File: src/hdl/bpsm_pkg.sv
// Package: request/response types, command codes and control/status bundles.
package bpsm_pkg;

    localparam logic [2:0] CMD_ADD      = 3'd0;
    localparam logic [2:0] CMD_ALLOCATE = 3'd1;
    localparam logic [2:0] CMD_RELEASE  = 3'd2;
    localparam logic [2:0] CMD_SET      = 3'd3;
    localparam logic [2:0] CMD_QUERY    = 3'd4;
    localparam logic [2:0] CMD_FIND     = 3'd5;
    localparam logic [2:0] CMD_CLEAR    = 3'd6;

    localparam logic [31:0] BUSY_MARK = 32'd1;

    typedef struct packed {
        logic [2:0]  command;
        logic [7:0]  slot_id;
        logic [31:0] handle;
        logic [31:0] mask;
    } t_req;

    typedef struct packed {
        logic        result_code;
        logic [7:0]  found_slot;
        logic [31:0] slot_handle;
        logic [31:0] slot_status;
        logic        free_available;
        logic [7:0]  active_total;
    } t_rsp;

    typedef enum logic [1:0] {
        SU_ALLOC = 2'd0,
        SU_FIND  = 2'd1,
        SU_FREE  = 2'd2
    } t_scan_use;

    typedef struct packed {
        logic      accept;
        logic      clear_status;
        logic      rd_slot;
        logic      exec;
        logic      scan_init;
        logic      scan_run;
        t_scan_use scan_use;
    } t_ctl;

    typedef struct packed {
        logic scan_hit;
        logic scan_done;
    } t_sts;

endpackage

File: src/hdl/bpsm_ctrl.sv
// Controller: state machine sequencing slot access, scans and result strobe.
module bpsm_ctrl (
    input  logic           i_clk,
    input  logic           i_rst_n,
    input  logic           i_start,
    input  logic [2:0]     i_cmd,
    input  bpsm_pkg::t_sts i_sts,
    output bpsm_pkg::t_ctl o_ctl,
    output logic           o_busy,
    output logic           o_done
);

    typedef enum logic [7:0] {
        S_IDLE  = 8'b0000_0001,
        S_READ  = 8'b0000_0010,
        S_EXEC  = 8'b0000_0100,
        S_ASCAN = 8'b0000_1000,
        S_HSCAN = 8'b0001_0000,
        S_FINIT = 8'b0010_0000,
        S_FSCAN = 8'b0100_0000,
        S_DONE  = 8'b1000_0000
    } t_state;

    t_state r_state;
    t_state n_state;
    logic   accept;

    assign accept = i_start && (r_state == S_IDLE);

    always_comb begin
        n_state = r_state;
        o_ctl   = '0;
        o_ctl.scan_use = bpsm_pkg::SU_FREE;
        unique case (r_state)
            S_IDLE: begin
                if (accept) begin
                    o_ctl.accept = 1'b1;
                    priority if ((i_cmd == bpsm_pkg::CMD_ADD) ||
                                 (i_cmd == bpsm_pkg::CMD_RELEASE) ||
                                 (i_cmd == bpsm_pkg::CMD_SET) ||
                                 (i_cmd == bpsm_pkg::CMD_QUERY)) begin
                        n_state = S_READ;
                    end else if (i_cmd == bpsm_pkg::CMD_ALLOCATE) begin
                        o_ctl.scan_init = 1'b1;
                        n_state = S_ASCAN;
                    end else if (i_cmd == bpsm_pkg::CMD_FIND) begin
                        o_ctl.scan_init = 1'b1;
                        n_state = S_HSCAN;
                    end else if (i_cmd == bpsm_pkg::CMD_CLEAR) begin
                        o_ctl.clear_status = 1'b1;
                        n_state = S_FINIT;
                    end else begin
                        n_state = S_FINIT;
                    end
                end
            end
            S_READ: begin
                o_ctl.rd_slot = 1'b1;
                n_state = S_EXEC;
            end
            S_EXEC: begin
                o_ctl.exec = 1'b1;
                n_state = S_FINIT;
            end
            S_ASCAN: begin
                o_ctl.scan_run = 1'b1;
                o_ctl.scan_use = bpsm_pkg::SU_ALLOC;
                if (i_sts.scan_done) begin
                    n_state = S_FINIT;
                end
            end
            S_HSCAN: begin
                o_ctl.scan_run = 1'b1;
                o_ctl.scan_use = bpsm_pkg::SU_FIND;
                if (i_sts.scan_done) begin
                    n_state = S_FINIT;
                end
            end
            S_FINIT: begin
                o_ctl.scan_init = 1'b1;
                n_state = S_FSCAN;
            end
            S_FSCAN: begin
                o_ctl.scan_run = 1'b1;
                o_ctl.scan_use = bpsm_pkg::SU_FREE;
                if (i_sts.scan_done) begin
                    n_state = S_DONE;
                end
            end
            S_DONE: begin
                n_state = S_IDLE;
            end
            default: begin
                n_state = S_IDLE;
            end
        endcase
    end

    always_ff @(posedge i_clk) begin
        if (!i_rst_n) begin
            r_state <= S_IDLE;
        end else begin
            r_state <= n_state;
        end
    end

    assign o_busy = (r_state != S_IDLE);
    assign o_done = (r_state == S_DONE);

endmodule

File: config.mk
export PLATFORM = sky130hd
export DESIGN_NAME = bpsm_ctrl
export DESIGN_NICKNAME = d
export VERILOG_FILES = /design/src/hdl/bpsm_pkg.sv /design/src/hdl/bpsm_ctrl.sv
export SDC_FILE = /design/constraint.sdc
export NUM_CORES = 1
export LEC_CHECK = 0
export ABC_CLOCK_PERIOD_IN_PS = 5300
export BUFFER_PORTS_ARGS = -buffer_cell sky130_fd_sc_hd__buf_2
export CAP_MARGIN = 20
export CELL_PAD_IN_SITES_DETAIL_PLACEMENT = 1
export CELL_PAD_IN_SITES_GLOBAL_PLACEMENT = 2
export CORE_MARGIN = 2
export CORE_UTILIZATION = 30
export CTS_BUF_LIST = sky130_fd_sc_hd__clkbuf_8
export CTS_CLUSTER_DIAMETER = 100
export DETAILED_ROUTE_END_ITERATION = 10
export PLACE_DENSITY_LB_ADDON = 0.1
export SLEW_MARGIN = 5
export SYNTH_ARGS = -nofsm -noshare
export SYNTH_HDL_FRONTEND = slang
export SYNTH_SLANG_ARGS = --single-unit
File: constraint.sdc
create_clock -name i_clk -period 5.3 [get_ports i_clk]
set_input_delay 1.06 -clock i_clk [delete_from_list [all_inputs] [get_ports i_clk]]
set_output_delay 1.06 -clock i_clk [all_outputs]
set_load 0.03 [all_outputs]
* Yosys cells after proc, flatten, opt, wreduce, memory -nomap -nowiden
Index checks and enable logic that the tools add are counted.
** Word-level totals
- Flip-flop bits (word level) :: 8
- Bits of input ports :: 8
- Output and inout bits :: 10
- Logic and storage cells :: 47
** Operators by class
- Equal/unequal tests :: 18
- Multiplexer cells :: 21
- Reduce and logical (&&, ||, !) cells :: 7
** Operator list (count)
- 8-bit one-hot mux with 6 select lines :: 1
- 8-bit 2-to-1 mux :: 3
- 6-bit 2-to-1 mux :: 3
- 1-bit 2-to-1 mux :: 10
- 3-bit == test, second input constant :: 3
- 3-bit one-hot mux with 3 select lines :: 1
- 8-bit by 1-bit == test with 1-bit output, second input constant :: 1
- 8-bit by 2-bit == test with 1-bit output, second input constant :: 1
- 8-bit by 3-bit == test with 1-bit output, second input constant :: 1
- 8-bit by 4-bit == test with 1-bit output, second input constant :: 1
- 8-bit by 5-bit == test with 1-bit output, second input constant :: 1
- 8-bit by 6-bit == test with 1-bit output, second input constant :: 1
- 8-bit by 7-bit == test with 1-bit output, second input constant :: 1
- 8-bit == test, second input constant :: 1
- 8-bit by 1-bit != test with 1-bit output, second input constant :: 1
- 3-bit by 2-bit == test with 1-bit output, second input constant :: 2
- 2-bit 2-to-1 mux :: 2
- 2-bit != test, second input constant :: 2
- 3-bit by 1-bit == test with 1-bit output, second input constant :: 1
- 3-bit logical NOT :: 1
- 1-bit logical OR :: 3
- 3-bit AND reduction :: 1
- 2-bit by 1-bit != test with 1-bit output, second input constant :: 1
- 1-bit one-hot mux with 2 select lines :: 1
- other kinds (2) :: 2

* Depth between registers and ports, before layout
Gate-level depths: netlist of run 1.
- Depth after elaboration :: 7
- Gate-level depth with buffers :: 5
- Gate-level depth less buffers :: 4

* Least setup slack after synthesis of run 1
No wires, ideal clock.
- Path type :: register to output
- Start point :: reg r_state[5]
- End point :: out o_ctl[6] (netlist name)
- Data arrival time :: 2.339 ns
- Data required time :: 4.240 ns
- Path slack :: 1.901 ns
- Cell stages (with the launch flop) :: 4
- Path buffers :: 0
- Path through :: dfxtp_1 > or4_4 > or3_4 > nor4_1
** RTL lines
- from (decl) :: RTL line bpsm_ctrl.sv:24 : t_state r_state;
- from (signal assigned) :: RTL line bpsm_ctrl.sv:103 : r_state <= n_state;
- to (decl) :: RTL line bpsm_ctrl.sv:8 : output bpsm_pkg::t_ctl o_ctl,

==> results of run 1 <==
## metal layers
metal | routed length [µm] | part of all wire, % | track usage [%]
met5 | 0 | 0 | 0
met4 | 21 | 1.5 | 10.3
met3 | 49 | 3.5 | 2.35
met2 | 651 | 47 | 22.5
met1 | 661 | 48 | 19.9
## through the flow
stage,utilization [%],power [mW],cells,hold slack [ns]
floorplan,-,0.108,64,0.528
global placement,37.6,0.122,104,0.579
detailed placement,37.6,0.122,104,0.588
CTS,40.0,0.196,107,0.594
global route,40.0,0.203,107,0.638
finish,40.0,0.194,107,0.586
## worst max path at each step
stage / start / end / slack [ns]
final: r_state[5]$_SDFFE_PN0P_ / o_ctl[6] / 2.19
after global placement: i_start / o_ctl[3] / 2.31
after detailed placement: i_start / o_ctl[3] / 2.33
after CTS: r_state[5]$_SDFFE_PN0P_ / o_ctl[6] / 2.18
after floorplan: r_state[5]$_SDFFE_PN0P_ / o_ctl[6] / 1.90
after global routing: r_state[5]$_SDFFE_PN0P_ / o_ctl[6] / 2.08
## cells by family (layout without fill, tap and decap cells)
logic type             count (synthesis)  count (layout)  share of synthesized area, %
AO/OA/AOI/OAI                         15              15                          22.3
flip-flops                             8               8                          30.0
AND/OR/NAND/NOR                       37              37                          44.0
XOR/XNOR                               1               1                          1.64
buffers and inverters                  3              21                          2.11
## cells in the mapped netlist (2+ instances only)
master | count | share of area [%]
sky130_fd_sc_hd__a32o_1 | 2 | 3.7
sky130_fd_sc_hd__and2_1 | 3 | 3.5
sky130_fd_sc_hd__dfxtp_1 | 8 | 30
sky130_fd_sc_hd__inv_1 | 2 | 1.4
sky130_fd_sc_hd__nand2_1 | 5 | 3.5
sky130_fd_sc_hd__nand3_1 | 3 | 2.8
sky130_fd_sc_hd__nor2_1 | 8 | 5.6
sky130_fd_sc_hd__nor2b_1 | 2 | 2.3
sky130_fd_sc_hd__nor4_1 | 2 | 2.3
sky130_fd_sc_hd__nor4b_1 | 2 | 3.3
sky130_fd_sc_hd__o211a_1 | 2 | 3.7
sky130_fd_sc_hd__o21ai_0 | 2 | 1.9
## worst max-delay path, delay by kind of cell, from the launching register on
family | cells | cell delay, ns
AND/OR/NAND/NOR | 3 | 1.23
flip-flops | 1 | 0.37
buffers and inverters | 1 | 0.24
## final cells by class
cell class	count	share of cell area [%]
sequential	8	23.4
clock buffer	3	6.04
multi-input combinational	53	53.1
tap	25	4.58
timing repair buffer	16	11.7
inverter	2	1.10
## power breakdown
part	internal (mW)	total (mW)	switching [mW]
logic	0.0206	0.0529	0.0323
registers	0.0634	0.0679	0.00449
clock network	0.0492	0.0727	0.0236
==> qor.csv, run 1 <==
metric;value;unit
outcome;finished clean;
die area;2130;µm²
required time at the endpoint of the critical path;4.24;ns
MaxCap Viol Count;0;
port buffer count;16;
Design Area, Final;683;µm²
mean instance size in the synthesized netlist;8.35;µm²
top register by number of flip-flops;r_state;
detailed-route wire length per cell;12.9;µm
number of hold buffers added after cts;0;
worst clock skew on the final layout;0.00230;ns
RSZ-0062 raised after global routing;no;
global-route wire length before repair;2.23;mm
number of synthesized flops with an enable pin;0;
min-delay src;r_state[6]$_SDFFE_PN0P_;
largest net degree at the start of global routing;10;
fill count;213;
Worst Reg-to-Reg Cells;4;
clock-pin slew of the registers on the worst-case setup and hold paths;0.04;ns
Detailed Route Iter0 Violations;3;
Setup TNS;0;ns
routed wire length;1.38;mm
minimum period implied by the final worst setup slack;3.11;ns
gr ovfl total;0;
FF-to-FF Start;r_state[5]$_SDFFE_PN0P_;
buffers inserted by post-CTS timing repair;0;
number of antenna cells inserted;0;
placed wire-length estimate;1.11;mm
peak supply drop;0.158;mV
Worst Max-Slew Pin Slew;0.604;ns
share of flip-flops with an asynchronous set or reset after synthesis;0;%
number of antenna violations at the first check in global routing;0;
number of flip-flops under the largest register name;8;
FF-to-FF setup slack;3.55;ns
final count of hold timing violations;0;
total clock buffers created by CTS;3;
slowest cell on the critical path;sky130_fd_sc_hd__or4_4;
area of the core;1710;µm²
warnings from Yosys;0;
endpoint class of the critical path;output port;
Unique masters post-synth;35;
type of the worst setup path;reg -> out;
Min-Delay Path Depth;2;
kind of path behind the tightest hold check;reg -> reg;
# clock sinks;8;
via count of the first global-routing pass;503;
r2r endpoint;r_state[7]$_SDFFE_PN0P_;
TritonCTS clock tree;yes;
net count of the finished layout;92;
Cells after Synth;64;
synthesized cell area;534;µm²
Seq/Total Area, Yosys;30.0;%
leading cell types in the layout, fill and taps excluded;16 x sky130_fd_sc_hd__buf_2, 8 x sky130_fd_sc_hd__nor2_1, 8 x sky130_fd_sc_hd__dfxtp_1;
number of flip-flops and latches in the synthesized netlist;8;
commonest non-fill, non-tap cell in the layout;sky130_fd_sc_hd__buf_2;
period utilisation layout;58.7;%
Die H;46.2;µm
Clock Root Buffer;sky130_fd_sc_hd__clkbuf_8;
fin. max-slew vios;0;
total leakage power;0.311;nW
clock latency at the later pin of the worst-skew pair;0.23;ns
number of antenna-violating nets in the routed design;0;
Setup WS post-layout;2.19;ns
area occupied by multi-input gates;363;µm²
via count;554;
placed standard-cell area;642;µm²
deepest level of the CTS H-tree;1;
footprint of the flip-flops and latches;160;µm²
highest clock rate;0.321;GHz
destination of the worst hold path;r_state[6]$_SDFFE_PN0P_;
biggest fanout along the worst timing path;7;
layout overhead on the synthesized area;27.9;%
Final GP Congestion;0.742;
Gates resized, CTS repair;0;
count of endpoints failing setup in the final report;0;
crit start category;flip-flop;
number of design rule violations left after detail routing;0;
Detailed Routing Iterations Pass 1;3;
worst-case clock buffer depth;2;
DP Worst Slack;2.33;ns
relative max-transition margin;59.3;%
chip width;46.2;µm
detailed-route vias per instance;5.18;
WP data arrival;2.05;ns
share of layout cells above drive strength 1;31.7;%
IO Count;18;
delay of the slowest cell on the worst path;0.60;ns
syn nets;72;
prevailing post-synth register cell;sky130_fd_sc_hd__dfxtp_1;
biggest registers after layout;r_state x8;
cell-by-cell listing of the critical path;or4_4 -> or3_4 -> nor4_1 -> buf_2;
initial cell density of the core;31.3;%
FP Rows;15;
power density over cell area;283;nW/µm²
total track usage;15.1;%
Note: power is estimated with default switching activity, not from simulation.
==> inputs of run 2 (changes only) <==
ABC_CLOCK_PERIOD_IN_PS = 3250   (was 5300)
CORE_UTILIZATION = 28   (was 30)
clock period = 3.25 ns   (was 5.3 ns; I/O delays follow)
==> qor.csv, run 2 (synthesis results as in run 1) <==
metric;value;unit
outcome;finished clean;
cell-by-cell listing of the critical path;or4_4 -> or3_4 -> nor4_1 -> buf_2;
peak supply drop;0.274;mV
net switching component of the power;102;µW
Clock Root Buffer;sky130_fd_sc_hd__clkbuf_8;
P_int;217;µW
buffers inserted by post-CTS timing repair;0;
global-route wire length before repair;2.39;mm
Detailed Route Iter0 Violations;3;
Detailed Routing Iterations Pass 1;3;
minimum period implied by the final worst setup slack;2.71;ns
Gates resized, CTS repair;0;
total track usage;15.7;%
die area;2270;µm²
required time at the endpoint of the critical path;2.60;ns
crit start category;flip-flop;
fin. max-slew vios;0;
CP delay by family, top;simple AND/OR/NAND/NOR gates;
IO Count;18;
fill count;231;
chip width;47.7;µm
via count of the first global-routing pass;487;
Reg power frac;34.9;%
combinational share of power;26.9;%
worst-case clock buffer depth;2;
Die H;47.7;µm
largest net degree at the start of global routing;10;
MaxCap Viol Count;0;
WP data arrival;2.06;ns
port buffer count;16;
Core Util, Final;38.7;%
highest clock rate;0.369;GHz
via count;548;
total clock buffers created by CTS;3;
FF-to-FF setup slack;1.47;ns
delay of the slowest cell on the worst path;0.60;ns
FP Rows;15;
number of antenna-violating nets in the routed design;0;
relative max-transition margin;57.6;%
number of antenna cells inserted;0;
RSZ-0062 raised after global routing;no;
share of layout cells above drive strength 1;31.7;%
deepest level of the CTS H-tree;1;
worst hold margin;0.591;ns
clock network fraction of design power;38.2;%
number of design rule violations left after detail routing;0;
number of flip-flops under the largest register name;8;
final count of hold timing violations;0;
top register by number of flip-flops;r_state;
clock-pin slew of the registers on the worst-case setup and hold paths;0.04;ns
commonest non-fill, non-tap cell in the layout;sky130_fd_sc_hd__buf_2;
# clock sinks;8;
Layout Cells excl Fill;107;
gr ovfl total;0;
sw frac;31.9;%
biggest registers after layout;r_state x8;
buffers plus inverters on the worst setup path;1;
clock latency at the later pin of the worst-skew pair;0.23;ns
Overall Power;319;µW
detailed-route vias per instance;5.12;
routed wire length;1.39;mm
endpoint class of the critical path;output port;
Final GP Congestion;0.687;
total leakage power;0.311;nW
TritonCTS clock tree;yes;
slowest cell on the critical path;sky130_fd_sc_hd__or4_4;
type of the worst setup path;reg -> out;
leading cell types in the layout, fill and taps excluded;16 x sky130_fd_sc_hd__buf_2, 8 x sky130_fd_sc_hd__nor2_1, 8 x sky130_fd_sc_hd__dfxtp_1;
worst clock skew on the final layout;0.00171;ns
Worst Max-Slew Pin Slew;0.631;ns
detailed-route wire length per cell;13.0;µm
initial cell density of the core;30.3;%
period utilisation layout;83.4;%
number of antenna violations at the first check in global routing;0;
kind of path behind the tightest hold check;reg -> reg;
count of endpoints failing setup in the final report;0;
net count of the finished layout;92;
power density over cell area;467;nW/µm²
number of hold buffers added after cts;0;
placed wire-length estimate;1.14;mm
layout overhead on the synthesized area;27.9;%
number of placed instances, taps included;104;
Setup TNS;0;ns
area of the core;1760;µm²
biggest fanout along the worst timing path;7;
[run 2: final cells by class]
type	count	area, µm²	area share (%)
inverters	2	7.51	1.10
clock buffers	3	41.3	6.04
multi-input cells	53	363	53.1
well taps	25	31.3	4.58
flip-flops and latches	8	160	23.4
repair buffers	16	80.1	11.7
[run 2: metrics by stage]
stage                     cell area (µm²)  setup slack (ns)
after floorplan                       534             0.261
final                                 683             0.539
after detailed placement              642             0.795
after global routing                  683             0.461
after global placement                642             0.792
after CTS                             683             0.540
[run 2: path summary, 6_finish.rpt]
| check | start | cells after the start | end |
|---|---|---|---|
| worst max-delay path | r_state[5]$_SDFFE_PN0P_ | 4 | o_ctl[6] |
| worst min-delay path | r_state[6]$_SDFFE_PN0P_ | 2 | r_state[6]$_SDFFE_PN0P_ |
| worst max register to register | r_state[5]$_SDFFE_PN0P_ | 4 | r_state[7]$_SDFFE_PN0P_ |
| worst min register to register | r_state[6]$_SDFFE_PN0P_ | 2 | r_state[6]$_SDFFE_PN0P_ |
[run 2: layer usage]
metal / part of all wire [%] / global-route usage [%] / wire, µm / up-vias
met5: 0 / 0 / 0 / -
met2: 45 / 23.2 / 628 / 15
met4: 1.6 / 9.19 / 22 / 0
met3: 5.0 / 4.53 / 70 / 2
li1: - / - / - / 277
met1: 48 / 20.1 / 670 / 254
[run 2: tightest hold or removal path, cell delays in order, from the launching register on]
cell and delay (ns):
sky130_fd_sc_hd__dfxtp_1 0.38, sky130_fd_sc_hd__nand3_1 0.09, sky130_fd_sc_hd__a21boi_0 0.07
[run 2: power groups by stage]
stage / combinational (mW) / sequential, mW / clock [mW]
6_report: 0.0860 / 0.111 / 0.122
2_1_floorplan: 0.0659 / 0.110 / 0
5_1_grt: 0.0952 / 0.112 / 0.130
4_1_cts: 0.0865 / 0.111 / 0.127
3_5_place_dp: 0.0861 / 0.113 / 0
3_3_place_gp: 0.0863 / 0.113 / 0
==> inputs of run 3 (changes only) <==
ABC_CLOCK_PERIOD_IN_PS = 2730   (was 3250)
clock period = 2.73 ns   (was 3.25 ns; I/O delays follow)
==> qor.csv, run 3 (synthesis results as in run 1) <==
metric;value;unit
gr ovfl total;0;
combinational share of power;28.8;%
number of placed instances, taps included;106;
worst-case clock buffer depth;2;
number of antenna cells inserted;0;
deepest level of the CTS H-tree;1;
Die H;47.7;µm
detailed-route wire length per cell;12.9;µm
Core Util, Final;39.9;%
worst hold margin;0.575;ns
Worst Reg-to-Reg Cells;4;
number of flip-flops under the largest register name;8;
net count of the finished layout;94;
number of antenna violations at the first check in global routing;0;
FP Rows;15;
area occupied by multi-input gates;369;µm²
required time at the endpoint of the critical path;2.18;ns
period utilisation layout;93.7;%
Detailed Routing Iterations Pass 1;4;
total track usage;14.7;%
outcome;finished clean;
initial cell density of the core;30.3;%
Layout Cells excl Fill;109;
highest clock rate;0.391;GHz
leading cell types in the layout, fill and taps excluded;16 x sky130_fd_sc_hd__buf_2, 8 x sky130_fd_sc_hd__nor2_1, 8 x sky130_fd_sc_hd__dfxtp_1;
number of antenna-violating nets in the routed design;0;
worst clock skew on the final layout;0.00108;ns
IO Count;18;
# clock sinks;8;
sw frac;30.3;%
clock latency at the later pin of the worst-skew pair;0.22;ns
Min-Delay Path Depth;3;
final count of hold timing violations;0;
commonest non-fill, non-tap cell in the layout;sky130_fd_sc_hd__buf_2;
TritonCTS clock tree;yes;
Gates resized, CTS repair;0;
fin. max-slew vios;0;
number of hold buffers added after cts;0;
kind of path behind the tightest hold check;in -> reg;
via count;561;
fill count;227;
layout overhead on the synthesized area;31.9;%
Detailed Route Iter0 Violations;2;
share of layout cells above drive strength 1;34.5;%
biggest fanout along the worst timing path;7;
MaxCap Viol Count;0;
Setup TNS;0;ns
endpoint class of the critical path;output port;
area of the core;1760;µm²
Reg power frac;35.2;%
relative max-transition margin;59.3;%
buffers inserted by post-CTS timing repair;0;
placed wire-length estimate;1.16;mm
type of the worst setup path;reg -> out;
clock-pin slew of the registers on the worst-case setup and hold paths;0.04;ns
Worst Max-Slew Pin Slew;0.605;ns
crit start category;flip-flop;
peak supply drop;0.284;mV
port buffer count;16;
Clock Root Buffer;sky130_fd_sc_hd__clkbuf_8;
global-route wire length before repair;2.41;mm
count of endpoints failing setup in the final report;0;
biggest registers after layout;r_state x8;
via count of the first global-routing pass;551;
chip width;47.7;µm
P_int;262;µW
total clock buffers created by CTS;3;
total leakage power;0.322;nW
Final GP Congestion;0.740;
largest net degree at the start of global routing;9;
net switching component of the power;114;µW
top register by number of flip-flops;r_state;
number of design rule violations left after detail routing;0;
clock network fraction of design power;36.0;%
routed wire length;1.40;mm
minimum period implied by the final worst setup slack;2.56;ns
RSZ-0062 raised after global routing;no;
footprint of the flip-flops and latches;160;µm²
power density over cell area;533;nW/µm²
detailed-route vias per instance;5.15;
die area;2270;µm²
WP data arrival;2.01;ns
## run 3: final cells by class
type / instances / area share [%]
Timing Repair Buffer: 18 / 13.5
Multi-Input combinational cell: 53 / 52.4
Inverter: 2 / 1.07
Sequential cell: 8 / 22.7
Clock buffer: 3 / 5.86
Tap cell: 25 / 4.44
## run 3: through the flow
stage,power [mW],cell area (µm²),worst slack (ns)
floorplan,0.210,541,0.184
global placement,0.243,663,0.399
detailed placement,0.243,663,0.400
CTS,0.380,704,0.154
global route,0.400,704,0.0554
finish,0.376,704,0.171
## run 3: power groups by stage
stage | registers [mW] | logic (mW) | clock network [mW]
floorplan | 0.131 | 0.0796 | 0
global route | 0.133 | 0.121 | 0.146
finish | 0.132 | 0.108 | 0.135
CTS | 0.132 | 0.110 | 0.139
detailed placement | 0.134 | 0.109 | 0
global placement | 0.134 | 0.109 | 0
## run 3: path summary, 6_finish.rpt
kind	from	endpoint	slack (ns)
setup / recovery	r_state[5]$_SDFFE_PN0P_	o_ctl[6]	0.17
hold / removal	i_sts[0]	r_state[7]$_SDFFE_PN0P_	0.57
hold reg to reg	r_state[6]$_SDFFE_PN0P_	r_state[6]$_SDFFE_PN0P_	0.61
setup reg to reg	r_state[5]$_SDFFE_PN0P_	r_state[7]$_SDFFE_PN0P_	0.99
## run 3: critical path, stage by stage (launching register included)
cell and delay [ns]:
sky130_fd_sc_hd__dfxtp_1 0.36, sky130_fd_sc_hd__or4_4 0.59, sky130_fd_sc_hd__or3_4 0.41, sky130_fd_sc_hd__nor4_2 0.20, sky130_fd_sc_hd__buf_2 0.23
## run 3: metal layers
layer / track usage, % / wire length, µm
met1: 19.5 / 654
met2: 25.1 / 690
met3: 3.02 / 56
met4: 2.16 / 0
met5: 0 / 0
